$ cat config.mk
export PLATFORM = sky130hd
export DESIGN_NAME = prescaled_updown_timer_pair_flat
export DESIGN_NICKNAME = d
export VERILOG_FILES = /design/src/rtl/put_pkg.sv /design/src/rtl/put_chan_if.sv /design/src/rtl/put_timer.sv /design/src/rtl/prescaled_updown_timer_pair.sv /design/src/flat_wrapper.sv
export VERILOG_INCLUDE_DIRS = /design/src /design/src/rtl
export SDC_FILE = /design/constraint.sdc
export NUM_CORES = 1
export LEC_CHECK = 0
export BUFFER_PORTS_ARGS = -buffer_cell sky130_fd_sc_hd__buf_4
export CORE_UTILIZATION = 54
export DETAILED_ROUTE_END_ITERATION = 6
export GPL_TIMING_DRIVEN = 0
export PLACE_DENSITY = 0.67
export SYNTH_ARGS = -nofsm -noshare
export SYNTH_HDL_FRONTEND = slang
export SYNTH_SLANG_ARGS = --single-unit
export TNS_END_PERCENT = 30
$ cat constraint.sdc
create_clock -name clk -period 11.15 [get_ports clk]
set_input_delay 2.23 -clock clk [delete_from_list [all_inputs] [get_ports clk]]
set_output_delay 2.23 -clock clk [all_outputs]
set_load 0.005 [all_outputs]
$ cat src/rtl/prescaled_updown_timer_pair_defines.svh
// Assertion macros shared by the timer pair RTL.
// No dependencies; included by files that carry concurrent checks.
`ifndef PRESCALED_UPDOWN_TIMER_PAIR_DEFINES_SVH
`define PRESCALED_UPDOWN_TIMER_PAIR_DEFINES_SVH

// Same-cycle implication, disabled during reset
`define PUT_ASSERT_SAME(lbl, clk, rstn, ante, cons, msg) \
  lbl: assert property (@(posedge clk) disable iff (!rstn) (ante) |-> (cons)) else $error(msg);

// Next-cycle implication, disabled during reset
`define PUT_ASSERT_NEXT(lbl, clk, rstn, ante, cons, msg) \
  lbl: assert property (@(posedge clk) disable iff (!rstn) (ante) |=> (cons)) else $error(msg);

`endif

$ cat src/rtl/put_pkg.sv
// Package for the prescaled up/down timer pair: opcodes, register map, bits.
// No dependencies.
package put_pkg;

  // Request opcodes
  typedef enum logic [1:0] {
    OP_READ  = 2'd0,
    OP_WRITE = 2'd1,
    OP_TICK  = 2'd2
  } op_t;

  localparam int unsigned ADDR_W   = 7;
  localparam int unsigned DATA_W   = 32;
  localparam int unsigned OFF_W    = 6;
  localparam int unsigned STRIDE   = 36;

  // Per-timer register offsets
  localparam logic [OFF_W-1:0] OFF_CONFIG  = 6'h00;
  localparam logic [OFF_W-1:0] OFF_LO      = 6'h04;
  localparam logic [OFF_W-1:0] OFF_HI      = 6'h08;
  localparam logic [OFF_W-1:0] OFF_UPDATE  = 6'h0c;
  localparam logic [OFF_W-1:0] OFF_LOAD_LO = 6'h18;
  localparam logic [OFF_W-1:0] OFF_LOAD_HI = 6'h1c;
  localparam logic [OFF_W-1:0] OFF_LOAD    = 6'h20;

  // Config and update bit positions
  localparam int unsigned EN_BIT     = 31;
  localparam int unsigned UP_BIT     = 30;
  localparam int unsigned LATCH_BIT  = 31;
  localparam int unsigned DIVRST_BIT = 12;
  localparam int unsigned DIV_LSB    = 13;

  // Command from the decoder to one timer
  typedef struct packed {
    logic              tick;
    logic              wr;
    logic [OFF_W-1:0]  off;
    logic [DATA_W-1:0] wdata;
  } timer_cmd_t;

endpackage

$ cat src/rtl/put_chan_if.sv
// Handshake channels for the timer pair: bus request and read response.
// Depends on put_pkg for widths.
interface put_req_if import put_pkg::*; ();
  logic              valid;
  logic              ready;
  logic [1:0]        op;
  logic [ADDR_W-1:0] reg_addr;
  logic [DATA_W-1:0] write_data;

  modport source (output valid, op, reg_addr, write_data, input ready);
  modport sink   (input valid, op, reg_addr, write_data, output ready);
endinterface

interface put_rsp_if import put_pkg::*; ();
  logic              valid;
  logic              ready;
  logic [DATA_W-1:0] read_data;

  modport source (output valid, read_data, input ready);
  modport sink   (input valid, read_data, output ready);
endinterface

$ cat src/rtl/put_timer.sv
// One prescaled up/down timer: count, snapshot, load and config registers.
// Depends on put_pkg (register map, timer_cmd_t).
module put_timer import put_pkg::*; #(
  parameter int unsigned COUNT_WIDTH   = 54,
  parameter int unsigned DIVIDER_WIDTH = 16
) (
  input  logic              clk,
  input  logic              rst_n,
  input  timer_cmd_t        cmd,
  output logic [DATA_W-1:0] rd_data
);

  localparam int unsigned CW   = COUNT_WIDTH;
  localparam int unsigned DW   = DIVIDER_WIDTH;
  localparam int unsigned HI_W = CW - 32;

  logic [CW-1:0]     count_r;
  logic [CW-1:0]     snap_r;
  logic [CW-1:0]     load_r;
  logic [DATA_W-1:0] ctrl_r;
  logic [DW-1:0]     pre_r;

  logic [DW-1:0] div_fld;
  logic [DW:0]   div_eff;
  logic [DW:0]   pre_inc;
  logic          step;
  logic [CW-1:0] count_step;

  // Effective divider: 0 means 2^DW, 1 acts as 2
  assign div_fld = ctrl_r[DIV_LSB +: DW];
  always_comb begin
    priority if (div_fld == '0) begin
      div_eff = {1'b1, {DW{1'b0}}};
    end else if (div_fld == DW'(1)) begin
      div_eff = (DW+1)'(2);
    end else begin
      div_eff = {1'b0, div_fld};
    end
  end

  assign pre_inc    = {1'b0, pre_r} + (DW+1)'(1);
  assign step       = (pre_inc >= div_eff);
  assign count_step = ctrl_r[UP_BIT] ? count_r + CW'(1) : count_r - CW'(1);

  // State update: tick and write never come together
  always_ff @(posedge clk) begin
    if (!rst_n) begin
      count_r <= '0;
      snap_r  <= '0;
      load_r  <= '0;
      ctrl_r  <= '0;
      pre_r   <= '0;
    end else if (cmd.tick) begin
      if (ctrl_r[EN_BIT]) begin
        if (step) begin
          pre_r   <= '0;
          count_r <= count_step;
        end else begin
          pre_r <= pre_inc[DW-1:0];
        end
      end
    end else if (cmd.wr) begin
      unique case (cmd.off)
        OFF_CONFIG: begin
          ctrl_r <= cmd.wdata & ~(DATA_W'(1) << DIVRST_BIT);
          if (cmd.wdata[DIVRST_BIT]) begin
            pre_r <= '0;
          end
        end
        OFF_UPDATE: begin
          if (cmd.wdata[LATCH_BIT]) begin
            snap_r <= count_r;
          end
        end
        OFF_LOAD_LO: load_r[31:0]    <= cmd.wdata;
        OFF_LOAD_HI: load_r[CW-1:32] <= cmd.wdata[HI_W-1:0];
        OFF_LOAD:    count_r         <= load_r;
        default: ;
      endcase
    end
  end

  // Register read mux
  always_comb begin
    unique case (cmd.off)
      OFF_CONFIG:  rd_data = ctrl_r;
      OFF_LO:      rd_data = snap_r[31:0];
      OFF_HI:      rd_data = DATA_W'(snap_r[CW-1:32]);
      OFF_LOAD_LO: rd_data = load_r[31:0];
      OFF_LOAD_HI: rd_data = DATA_W'(load_r[CW-1:32]);
      default:     rd_data = '0;
    endcase
  end

endmodule

$ cat src/rtl/prescaled_updown_timer_pair.sv
// Top level of the prescaled up/down timer pair: request register, decode,
// timers and response register. Depends on put_pkg, put_chan_if, put_timer.
//
//   channel  dir  payload                          handshake
//   in_chan  in   op, reg_addr, write_data         valid/ready
//   out_chan out  read_data                        valid/ready
//
// One request per cycle while out_chan is ready: a request is held in the
// request register, is decoded and applied to the timers, and its response
// lands in the output register.
// The request register keeps accepting while a response waits; it stalls
// only when both registers are full and out_chan is not ready.
// Reset is synchronous and clears all timer state to zero.
`include "prescaled_updown_timer_pair_defines.svh"

module prescaled_updown_timer_pair import put_pkg::*; #(
  parameter int unsigned NUM_TIMERS    = 2,
  parameter int unsigned COUNT_WIDTH   = 54,
  parameter int unsigned DIVIDER_WIDTH = 16
) (
  input  logic      clk,
  input  logic      rst_n,
  put_req_if.sink   in_chan,
  put_rsp_if.source out_chan
);

  logic              s1_valid_r;
  logic [1:0]        s1_op_r;
  logic [ADDR_W-1:0] s1_addr_r;
  logic [DATA_W-1:0] s1_data_r;
  logic              out_valid_r;
  logic [DATA_W-1:0] out_data_r;

  logic              adv;
  logic              in_ready;
  logic              aligned;
  logic [DATA_W-1:0] result;

  logic              hit     [NUM_TIMERS];
  logic [DATA_W-1:0] rd_data [NUM_TIMERS];
  timer_cmd_t        cmd     [NUM_TIMERS];

  // Handshake: advance stage one when the output register is free or drains
  assign adv      = s1_valid_r && (!out_valid_r || out_chan.ready);
  assign in_ready = !s1_valid_r || adv;
  assign in_chan.ready = in_ready;

  // Request register
  always_ff @(posedge clk) begin
    if (!rst_n) begin
      s1_valid_r <= 1'b0;
    end else if (in_ready) begin
      s1_valid_r <= in_chan.valid;
    end
  end

  always_ff @(posedge clk) begin
    if (in_ready && in_chan.valid) begin
      s1_op_r   <= in_chan.op;
      s1_addr_r <= in_chan.reg_addr;
      s1_data_r <= in_chan.write_data;
    end
  end

  assign aligned = (s1_addr_r[1:0] == 2'b00);

  // Address decode and one timer per slot
  for (genvar n = 0; n < NUM_TIMERS; n++) begin : g_timer
    localparam logic [ADDR_W-1:0] BASE = ADDR_W'(n * STRIDE);
    localparam logic [ADDR_W:0]   TOP  = (ADDR_W+1)'((n + 1) * STRIDE);
    logic [ADDR_W-1:0] rel;

    assign hit[n] = (s1_addr_r >= BASE) && ({1'b0, s1_addr_r} < TOP);
    assign rel    = s1_addr_r - BASE;

    assign cmd[n].tick  = adv && (s1_op_r == OP_TICK);
    assign cmd[n].wr    = adv && (s1_op_r == OP_WRITE) && aligned && hit[n];
    assign cmd[n].off   = rel[OFF_W-1:0];
    assign cmd[n].wdata = s1_data_r;

    put_timer #(
      .COUNT_WIDTH  (COUNT_WIDTH),
      .DIVIDER_WIDTH(DIVIDER_WIDTH)
    ) u_timer (
      .clk    (clk),
      .rst_n  (rst_n),
      .cmd    (cmd[n]),
      .rd_data(rd_data[n])
    );
  end

  // Read result: zero for writes, ticks and unmapped offsets
  always_comb begin
    result = '0;
    for (int n = 0; n < NUM_TIMERS; n++) begin
      if ((s1_op_r == OP_READ) && aligned && hit[n]) begin
        result = result | rd_data[n];
      end
    end
  end

  // Response register
  always_ff @(posedge clk) begin
    if (!rst_n) begin
      out_valid_r <= 1'b0;
    end else if (adv) begin
      out_valid_r <= 1'b1;
    end else if (out_chan.ready) begin
      out_valid_r <= 1'b0;
    end
  end

  always_ff @(posedge clk) begin
    if (adv) begin
      out_data_r <= result;
    end
  end

  assign out_chan.valid     = out_valid_r;
  assign out_chan.read_data = out_data_r;

  // Checks
  `PUT_ASSERT_SAME(a_full_stall, clk, rst_n, s1_valid_r && out_valid_r && !out_chan.ready, !in_ready, "request taken while both stages are full")
  `PUT_ASSERT_NEXT(a_adv_valid, clk, rst_n, adv, out_valid_r, "advanced request produced no response")
  `PUT_ASSERT_NEXT(a_nonread_zero, clk, rst_n, adv && (s1_op_r != OP_READ), out_data_r == '0, "non-read request returned nonzero data")

endmodule
$ cat src/flat_wrapper.sv
// flat-port wrapper written by rule: the top's interface ports become plain ports
module prescaled_updown_timer_pair_flat import put_pkg::*;
#(
  parameter int unsigned NUM_TIMERS    = 2,
  parameter int unsigned COUNT_WIDTH   = 54,
  parameter int unsigned DIVIDER_WIDTH = 16
)
  (clk, rst_n, in_chan_valid, in_chan_op, in_chan_reg_addr, in_chan_write_data, in_chan_ready, out_chan_valid, out_chan_read_data, out_chan_ready);
  put_req_if in_chan_i ();
  put_rsp_if out_chan_i ();
  input  logic clk;
  input  logic rst_n;
  input wire logic [$bits(in_chan_i.valid)-1:0] in_chan_valid;
  input wire logic [$bits(in_chan_i.op)-1:0] in_chan_op;
  input wire logic [$bits(in_chan_i.reg_addr)-1:0] in_chan_reg_addr;
  input wire logic [$bits(in_chan_i.write_data)-1:0] in_chan_write_data;
  output wire logic [$bits(in_chan_i.ready)-1:0] in_chan_ready;
  output wire logic [$bits(out_chan_i.valid)-1:0] out_chan_valid;
  output wire logic [$bits(out_chan_i.read_data)-1:0] out_chan_read_data;
  input wire logic [$bits(out_chan_i.ready)-1:0] out_chan_ready;
  assign in_chan_i.valid = in_chan_valid;
  assign in_chan_i.op = in_chan_op;
  assign in_chan_i.reg_addr = in_chan_reg_addr;
  assign in_chan_i.write_data = in_chan_write_data;
  assign in_chan_ready = in_chan_i.ready;
  assign out_chan_valid = out_chan_i.valid;
  assign out_chan_read_data = out_chan_i.read_data;
  assign out_chan_i.ready = out_chan_ready;
  prescaled_updown_timer_pair #(.NUM_TIMERS(NUM_TIMERS), .COUNT_WIDTH(COUNT_WIDTH), .DIVIDER_WIDTH(DIVIDER_WIDTH)) u_core (.clk(clk), .rst_n(rst_n), .in_chan(in_chan_i), .out_chan(out_chan_i));
endmodule
# Yosys cells after proc, flatten, opt, wreduce, memory -nomap -nowiden
# Index checks and enable logic that the tools add are counted.
# Widths: inputs -> output; s select.
word_totals:
  ff_bits: 493
  in_bits: 45
  out_inout_bits: 34
  word_cells: 128
op_classes:
  add_sub_neg: 7
  order_cmp: 6
  n_eq_ne: 20
  n_mux: 33
  n_bitwise: 2
  n_reduce_logical: 42
ops:
  columns: ["op", "n"]
  rows:
  - ["$mux 54", 12]
  - ["$pmux 32 s5", 2]
  - ["$mux 16", 13]
  - ["$add 54x1->54 const B", 2]
  - ["$sub 54x1->54 const B", 2]
  - ["$mux 32", 2]
  - ["$add 16x1->17 const B", 2]
  - ["$ge 17x17->1", 2]
  - ["$mux 17", 2]
  - ["$eq 16x1->1 const B", 2]
  - ["$logic_not 16->1", 2]
  - ["$or 32x32->32", 1]
  - ["$eq 6x4->1 const B", 4]
  - ["$eq 6x5->1 const B", 4]
  - ["$reduce_and 4->1", 6]
  - ["$reduce_and 3->1", 6]
  - ["$reduce_bool 2->1", 8]
  - ["$eq 6x3->1 const B", 2]
  - ["$eq 6x6->1 const B", 2]
  - ["$logic_and 1x1->1", 12]
  - ["$logic_not 6->1", 2]
  - ["$ne 2x2->1 const B", 4]
  - ["$ge 7x1->1 const B", 1]
  - ["$ge 7x6->1 const B", 1]
  - ["10 further kinds", 14]

# Depth between registers and ports, before layout
# Gate-level depths: netlist (run 1).
logic_depth:
  word_depth: 8
  depth_mapped: 20
  ltp_nobuf: 19

# Cells and area by module
# From an unflattened synthesis (run 1), not the netlist that was laid out.
unflattened:
  hier_cells: 3586
  hier_area_um2: 28984.0
by_module_without_submodules:
  columns: ["module", "n_inst", "cells_per_inst", "area_each_um2", "seq_area_each_um2"]
  rows:
  - ["put_timer (u_core.g_timer[0].u_timer)", 1, 1654, 12792.3, 4184.0]
  - ["put_timer (u_core.g_timer[1].u_timer)", 1, 1674, 12645.9, 4184.0]
  - ["prescaled_updown_timer_pair", 1, 258, 3545.9, 2232.1]

# Worst setup path before layout (run 1)
# Ideal clock, no wire load.
synth_timing:
  kind: "input to register"
  from: "in out_chan_ready"
  to: "reg u_core.g_timer[1].u_timer.snap_r[10]"
  setup_ps: 132
  arrival_ps: 5592
  required_time_ps: 11018
  path_slack_ps: 5426
  cell_stages: 10
  n_path_buf: 3
  path_cell_list: "nor2b_1 nor2b_1 nand3_1 or2_1 buf_2 or4_1 clkbuf_1 clkbuf_1 nand2_1 a21oi_1"
synth_via:
  elab_chain_cells: 6
  elab_cells_between_ends: 8
  cone_classes: "bitwise: 1; reduce/logical: 7"
synth_rtl:
  columns: ["item", "line_no", "source"]
  rows:
  - ["from (decl)", "flat_wrapper.sv:20", "input wire logic [$bits(out_chan_i.ready)-1:0] out_chan_ready;"]
  - ["$logic_or 1x1->1 (*)", "prescaled_updown_timer_pair.sv:44", "assign adv = s1_valid_r && (!out_valid_r || out_chan.ready);"]
  - ["$logic_and 1x1->1 (*)", "prescaled_updown_timer_pair.sv:44", null]
  - ["net u_core.adv", "prescaled_updown_timer_pair.sv:34", "logic adv;"]
  - ["$logic_and 1x1->1 (3 in series)", "prescaled_updown_timer_pair.sv:77", "assign cmd[n].wr = adv && (s1_op_r == OP_WRITE) && aligned && hit[n];"]
  - ["$reduce_and 4->1 (no source line) (*)", null, null]
  - ["to (signal assigned)", "put_timer.sv:72", "snap_r <= count_r;"]
  - ["to (decl)", "put_timer.sv:18", "logic [CW-1:0] snap_r;"]
# Mark *: on every way through the listed nets, which the timed path passes. The rest lies on a longest branch.
# A chain may end at the register's enable or synchronous reset.

# Final worst setup path (run 1)
layout_timing:
  from: "in out_chan_ready"
  to: "reg u_core.g_timer[1].u_timer.count_r[32]"
layout_via:
  elab_chain_cells: 7
  elab_cells_between_ends: 12
  cone_classes: "eq/ne: 2; mux: 1; reduce/logical: 9"
layout_rtl:
  columns: ["item", "line_no", "source"]
  rows:
  - ["$logic_or 1x1->1 (*)", "prescaled_updown_timer_pair.sv:44", null]
  - ["$logic_and 1x1->1 (*)", "prescaled_updown_timer_pair.sv:44", null]
  - ["net u_core.adv", "prescaled_updown_timer_pair.sv:34", null]
  - ["$logic_and 1x1->1 (3 in series)", "prescaled_updown_timer_pair.sv:77", null]
  - ["$reduce_bool 2->1 (no source line)", null, null]
  - ["$reduce_and 4->1 (no source line)", null, null]
  - ["to (signal assigned)", "put_timer.sv:57", "count_r <= count_step;"]
  - ["to (signal assigned)", "put_timer.sv:77", "OFF_LOAD: count_r <= load_r;"]
  - ["to (decl)", "put_timer.sv:17", "logic [CW-1:0] count_r;"]
# Marked as above.

==> impl_metrics.toml, run 1 <==
[worst_hold_path]
hold_class = "flip-flop to flip-flop"

[power_and_ir_drop]
pwr-share-seq_pct = 48.5
p_clk_share_pct = 48.1
power_frac_comb_pct = 3.4
peakVddDrop_uv = 111
p_leak_nw = 11.4
power_density_nw_per_um2 = 124
swShare_pct = 23.7
p_int_mw = 2.90
switching_power_mw = 0.901

[layout]
area_growth_pct = 12.1
nNetsFinal = 3824
fillCellCount = 4594
drive_above_1_share_pct = 5.81
final_util_pct = 61.1

[global_route]
grtUsageTotal_pct = 42.1
grt_pass1_wl_um = 161000
use_met1_pct = 53.0
grt_use_met2_pct = 65.4
grt.busiest_layer = "met2"
grt_max_degree = 47
gr-usage-met3_pct = 7.71
antenna_found_initial = 2
overflow = 0
grt_pass1_vias = 25800

[yosys]
ys_seq_elements = 493
yosysMostFrequentCell = "nand2_1"
synth.top_cell.area_share_pct = 30.8
syn_area_um2 = 27300
synth_cells = 3501
synth_warnings = 0
synth_top_area_cell = "dfxtp_1"
synth.area.top_cells = "dfxtp_1 31%, nand2_1 11%, a21oi_1 9.7%"
synthFlopType = "dfxtp_1"
netlist_top_cells_count = "806 x nand2_1, 527 x a21oi_1, 420 x dfxtp_1"
syn_area_per_cell_um2 = 7.80
synth_edf_count = 73
ys_seq_area_share_pct = 38.8
syn_nets = 3688
synth_cell_type_count = 85
synthArstFlopShare_pct = 0

[place]
dp_slack_ns = 5.17
place.gp.congestion = 1.02
hpwl_um = 83800
io_buffers = 77

[die]
num_rows = 82
die_x_um = 227
io_pins = 79
start_util_pct = 54.6
chipHeight_um = 227
core-area_um2 = 50100
fp.dieArea_um2 = 51500

[clock_network]
htree_levels = 2
path_clk_slew_ns = 0.06
cts_resized = 0
post-cts-setup-buffers = 0
cts_tree = "done"
clk_latency_ns = 0.64
cts_made_buffers = 53
holdBufCountCts = 0
root_buffer = "clkbuf_16"
clock_path_buffers = 3
clock-sinks = 493

[setup_path]
crit_type = "input pin to flip-flop"
endpoint_kind = "flip-flop"
worstPathRequired_ns = 11.72
start_kind = "input pin"
crit_fanout = 19
crit_arrival_ns = 6.09

[timing]
timing.final.crit_share_pct = 49.5
fin_ws_ns = 5.63
tightestPinTransition_ns = 1.35
fin_crit_ns = 5.52
setup_tns_ns = 0
slew_violations = 0
hold_violations = 0
setup_viol_count_final = 0
max_freq_mhz = 181
skew_ns = 0.0278
rsz0062_at_grt = "no"
max-slew-margin-rel_pct = 10.2

[run_status]
violations = "design-rule violations"
status = "complete, but fails checks"

[detailed_routing]
wl_per_cell_um = 25.2
avgViaCountPerCell = 6.42
num_vias = 28000
drtIter0Drc = 3452
post-route-drc-count = 30
drt_first_pass_iters = 7
wirelength_um = 110000
postRouteAntennaNets = 0

[run]
drv_cap = 0
## sequential cells by signal, summed over array words and instances (netlist names)
register                        cells
u_core.s1_valid_r                   1
u_core.s1_op_r                      2
u_core.g_timer.u_timer.count_r    108
u_core.s1_addr_r                    7
u_core.out_chan.valid               1
u_core.s1_data_r                   32
u_core.g_timer.u_timer.ctrl_r      62
u_core.out_chan.read_data          32
u_core.g_timer.u_timer.pre_r       32
u_core.g_timer.u_timer.load_r     108
u_core.g_timer.u_timer.snap_r     108
## critical path, cell delays in order
cell and delay [ns]:
buf_4 0.08, nor2b_1 0.08, nor2b_4 0.56, buf_16 0.24, and3b_1 0.16, buf_2 0.31
buf_1 1.03, clkbuf_1 0.95, nand2_1 0.21, a21oi_1 0.18
## per-layer routing
layer,up-vias,part of all wire [%]
met5,-,0
met4,0,7.6
met3,417,9.3
met2,1663,44
met1,13100,39
li1,12800,-
## cell families after synthesis
logic type      synth area share [%]
simple gates                    20.0
compound gates                  25.3
flops                           38.8
buf+inv                         4.41
fa+ha+maj                       6.56
xor+xnor                        3.91
mux                            0.994
## layout by cell type, fill, tap and decap left out, types with 57 or more instances in the layout
| cell | instances |
|---|---|
| ha_1 | 140 |
| dfxtp_1 | 420 |
| xnor2_1 | 74 |
| nor2_1 | 187 |
| buf_4 | 77 |
| a21o_1 | 84 |
| a21oi_1 | 527 |
| nand2_1 | 806 |
| a222oi_1 | 62 |
| nand3_1 | 57 |
| o21ai_0 | 164 |
| clkbuf_1 | 227 |
| edfxtp_1 | 73 |
| inv_1 | 65 |
## power groups by stage
stage | combinational [mW] | clock (mW) | sequential (mW)
after floorplan | 0.0536 | 0 | 1.87
final | 0.131 | 1.83 | 1.84
after global placement | 0.122 | 0 | 1.88
after global routing | 0.134 | 1.90 | 1.84
after CTS | 0.126 | 1.83 | 1.84
after detailed placement | 0.125 | 0 | 1.88
## stage by stage
step	power (mW)	instances	cell area, um2	hold slack, ns
finish	3.80	4356	30600	0.457
global route	3.87	4354	30600	0.474
CTS	3.79	4354	30600	0.457
detailed placement	2.01	4254	28800	0.449
global placement	2.00	4250	28700	0.443
floorplan	1.92	3501	27300	0.436
## final timing paths
kind | startpoint | endpoint | slack, ns | cells after the start
setup / recovery | out_chan_ready | u_core.g_timer[1].u_timer.count_r[32] | 5.63 | 10
hold / removal | u_core.g_timer[1].u_timer.ctrl_r[4] | u_core.g_timer[1].u_timer.ctrl_r[4] | 0.46 | 2
setup reg to reg | u_core.g_timer[1].u_timer.pre_r[0] | u_core.g_timer[1].u_timer.count_r[50] | 5.97 | 19
hold reg to reg | u_core.g_timer[1].u_timer.ctrl_r[4] | u_core.g_timer[1].u_timer.ctrl_r[4] | 0.46 | 2
## cell type report
class	count	area (um2)	area share [%]
clock buffers	66	1470	4.79
well taps	672	841	2.75
clock inverters	34	310	1.01
flip-flops and latches	493	10600	34.6
multi-input cells	2693	15500	50.7
diodes	2	5.00	0.0163
repair buffers	81	666	2.17
plain buffers	247	950	3.10
inverters	68	255	0.834
Power figures use the tool's default switching activity.
==> inputs of run 2 (changes only) <==
clock period = 5.3 ns   (was 11.15 ns; I/O delays follow)
==> run 2 against run 1 <==
Against the previous run: the flow still finishes with violations (design-rule violations); clock power grew 110%; core utilization is essentially flat; critical endpoint is now u_core.g_timer[1].u_timer.count_r[38]; routed wire length shrank 0.23%; setup slack lost 5.3 ns; final cell count is the same; die area is the same; power grew 110%; sequential cell count is the same; highest routed layer unchanged; largest power group unchanged; count of clock-buffer cells in the layout is the same; worst hold slack lost 0.00090 ns.
==> impl_metrics.toml, run 2 (synthesis gave the netlist of run 1 again) <==
[run_status]
status = "complete, but fails checks"
violations = "design-rule violations"

[power_and_ir_drop]
p_leak_nw = 11.4
peakVddDrop_uv = 233
p_clk_share_pct = 48.1
swShare_pct = 23.6
switching_power_mw = 1.89
power_frac_comb_pct = 3.4
p_int_mw = 6.11
power_density_nw_per_um2 = 261
pwr-share-seq_pct = 48.5

[clock_network]
clock-sinks = 493
holdBufCountCts = 0
htree_levels = 2
clk_latency_ns = 0.63
cts_made_buffers = 53
cts_tree = "done"
path_clk_slew_ns = 0.06
clock_path_buffers = 3
root_buffer = "clkbuf_16"

[setup_path]
endpoint_kind = "flip-flop"
slowest_delay_ns = 0.53
start_kind = "flip-flop"
crit_type = "flip-flop to flip-flop"
crit_arrival_ns = 5.52
crit_fanout = 10
cp_top_family = "simple AND/OR/NAND/NOR gates"
path_cells = "ha_1, nand3_1, or2_1, inv_1, nand3_1, nor2_1, nand3_1, nor2_1, xor2_1, ha_1, o21a_1, o21a_1, o211ai_1, or2_1, o21ai_1, or2_1, buf_2, o21ai_0, a221oi_1"
worstPathRequired_ns = 5.82
crit_buf_inv = 2
cpMaxStageDelayCell = "o21ai_1"

[detailed_routing]
drtIter0Drc = 3457
drt_first_pass_iters = 7
postRouteAntennaNets = 0
wirelength_um = 110000
num_vias = 27800
post-route-drc-count = 11
wl_per_cell_um = 25.2
avgViaCountPerCell = 6.39

[timing]
timing.hold.ws_ns = 0.456
fin_crit_ns = 5.00
rsz0062_at_grt = "no"
tightestPinTransition_ns = 1.33
slew_violations = 0
max_freq_mhz = 200
skew_ns = 0.0274
hold_violations = 0
timing.final.crit_share_pct = 94.3
max-slew-margin-rel_pct = 11.6
setup_viol_count_final = 0

[global_route]
grt_max_degree = 47
grtUsageTotal_pct = 42.1
overflow = 0
grt_pass1_vias = 25800
grt_pass1_wl_um = 161000
antenna_found_initial = 2

[layout]
nNetsFinal = 3824
final_util_pct = 61.2
layout.cells.non_filler = 4356
area_growth_pct = 12.1
largestRegisters = "u_core.g_timer.u_timer.count_r (108), u_core.g_timer.u_timer.load_r (108), u_core.g_timer.u_timer.snap_r (108)"
drive_above_1_share_pct = 5.89
final_cell_mix = "806 x nand2_1, 527 x a21oi_1, 420 x dfxtp_1"
layout_commonest_cell = "nand2_1"

[place]
hpwl_um = 83800
place.gp.congestion = 1.02
placed_cells_incl_taps = 4254
io_buffers = 77

[die]
die_x_um = 227
num_rows = 82
fp.dieArea_um2 = 51500
start_util_pct = 54.6
io_pins = 79
chipHeight_um = 227
core-area_um2 = 50100

[worst_hold_path]
hold_class = "flip-flop to flip-flop"

[run]
drv_cap = 0
==> run 2: cell types whose count changed in the layout (fill, tap and decap cells not counted) <==
cell / delta
clkbuf_1: -2
clkbuf_2: +2
a31oi_2: +1
a31oi_1: -1
==> run 2: repair_timing <==
item                       in CTS  in global routing
setup endpoints to repair       0                 21
buffers inserted                0                  0
gates resized for setup         0                  5
==> run 2: worst paths after layout <==
check	to	from	cells past startpoint	slack, ns
worst min register to register	u_core.g_timer[1].u_timer.ctrl_r[4]	u_core.g_timer[1].u_timer.ctrl_r[4]	2	0.46
worst min-delay path	u_core.g_timer[1].u_timer.ctrl_r[4]	u_core.g_timer[1].u_timer.ctrl_r[4]	2	0.46
worst max-delay path	u_core.g_timer[1].u_timer.count_r[38]	u_core.g_timer[1].u_timer.pre_r[0]	19	0.30
worst max register to register	u_core.g_timer[1].u_timer.count_r[38]	u_core.g_timer[1].u_timer.pre_r[0]	19	0.30
==> run 2: area by class of cell <==
class / count / area [um2]
diodes: 2 / 5.00
flip-flops and latches: 493 / 10600
repair buffers: 81 / 666
inverters: 68 / 255
well taps: 672 / 841
fillers: 4593 / 19400
clock inverters: 34 / 310
multi-input cells: 2693 / 15500
plain buffers: 247 / 952
clock buffers: 66 / 1470
==> run 2: through the flow <==
step                cell area, um2  setup slack (ns)  setup TNS, ns  power, mW
floorplan                    27300             0.746              0       4.04
global placement             28700             -1.54        -424.26       4.21
CTS                          30600             0.269              0       7.98
global route                 30600            0.0111              0       8.15
finish                       30600             0.303              0       8.00
detailed placement           28800             0.325              0       4.22
==> run 2: worst reg2reg max path, cell delays in order, from the launching register on <==
cell,delay (ns)
dfxtp_1,0.40
ha_1,0.23
nand3_1,0.17
or2_1,0.32
inv_1,0.07
nand3_1,0.14
nor2_1,0.27
nand3_1,0.25
nor2_1,0.18
xor2_1,0.30
ha_1,0.22
o21a_1,0.13
o21a_1,0.11
o211ai_1,0.09
or2_1,0.26
o21ai_1,0.53
or2_1,0.24
buf_2,0.31
o21ai_0,0.29
a221oi_1,0.36
==> run 2: per-layer routing <==
layer,track usage (%),vias up,wire length (um)
met5,0,-,0
met4,28.5,0,8120
met3,7.66,381,9980
met2,65.4,1561,48500
met1,53.0,13100,43000
li1,-,12800,-
==> run 2: power groups by stage <==
stage	Combinational [mW]	Clock [mW]	Sequential [mW]
3_5_place_dp	0.264	0	3.96
4_1_cts	0.265	3.84	3.87
6_report	0.275	3.84	3.88
3_3_place_gp	0.256	0	3.96
5_1_grt	0.282	3.99	3.87
2_1_floorplan	0.113	0	3.93
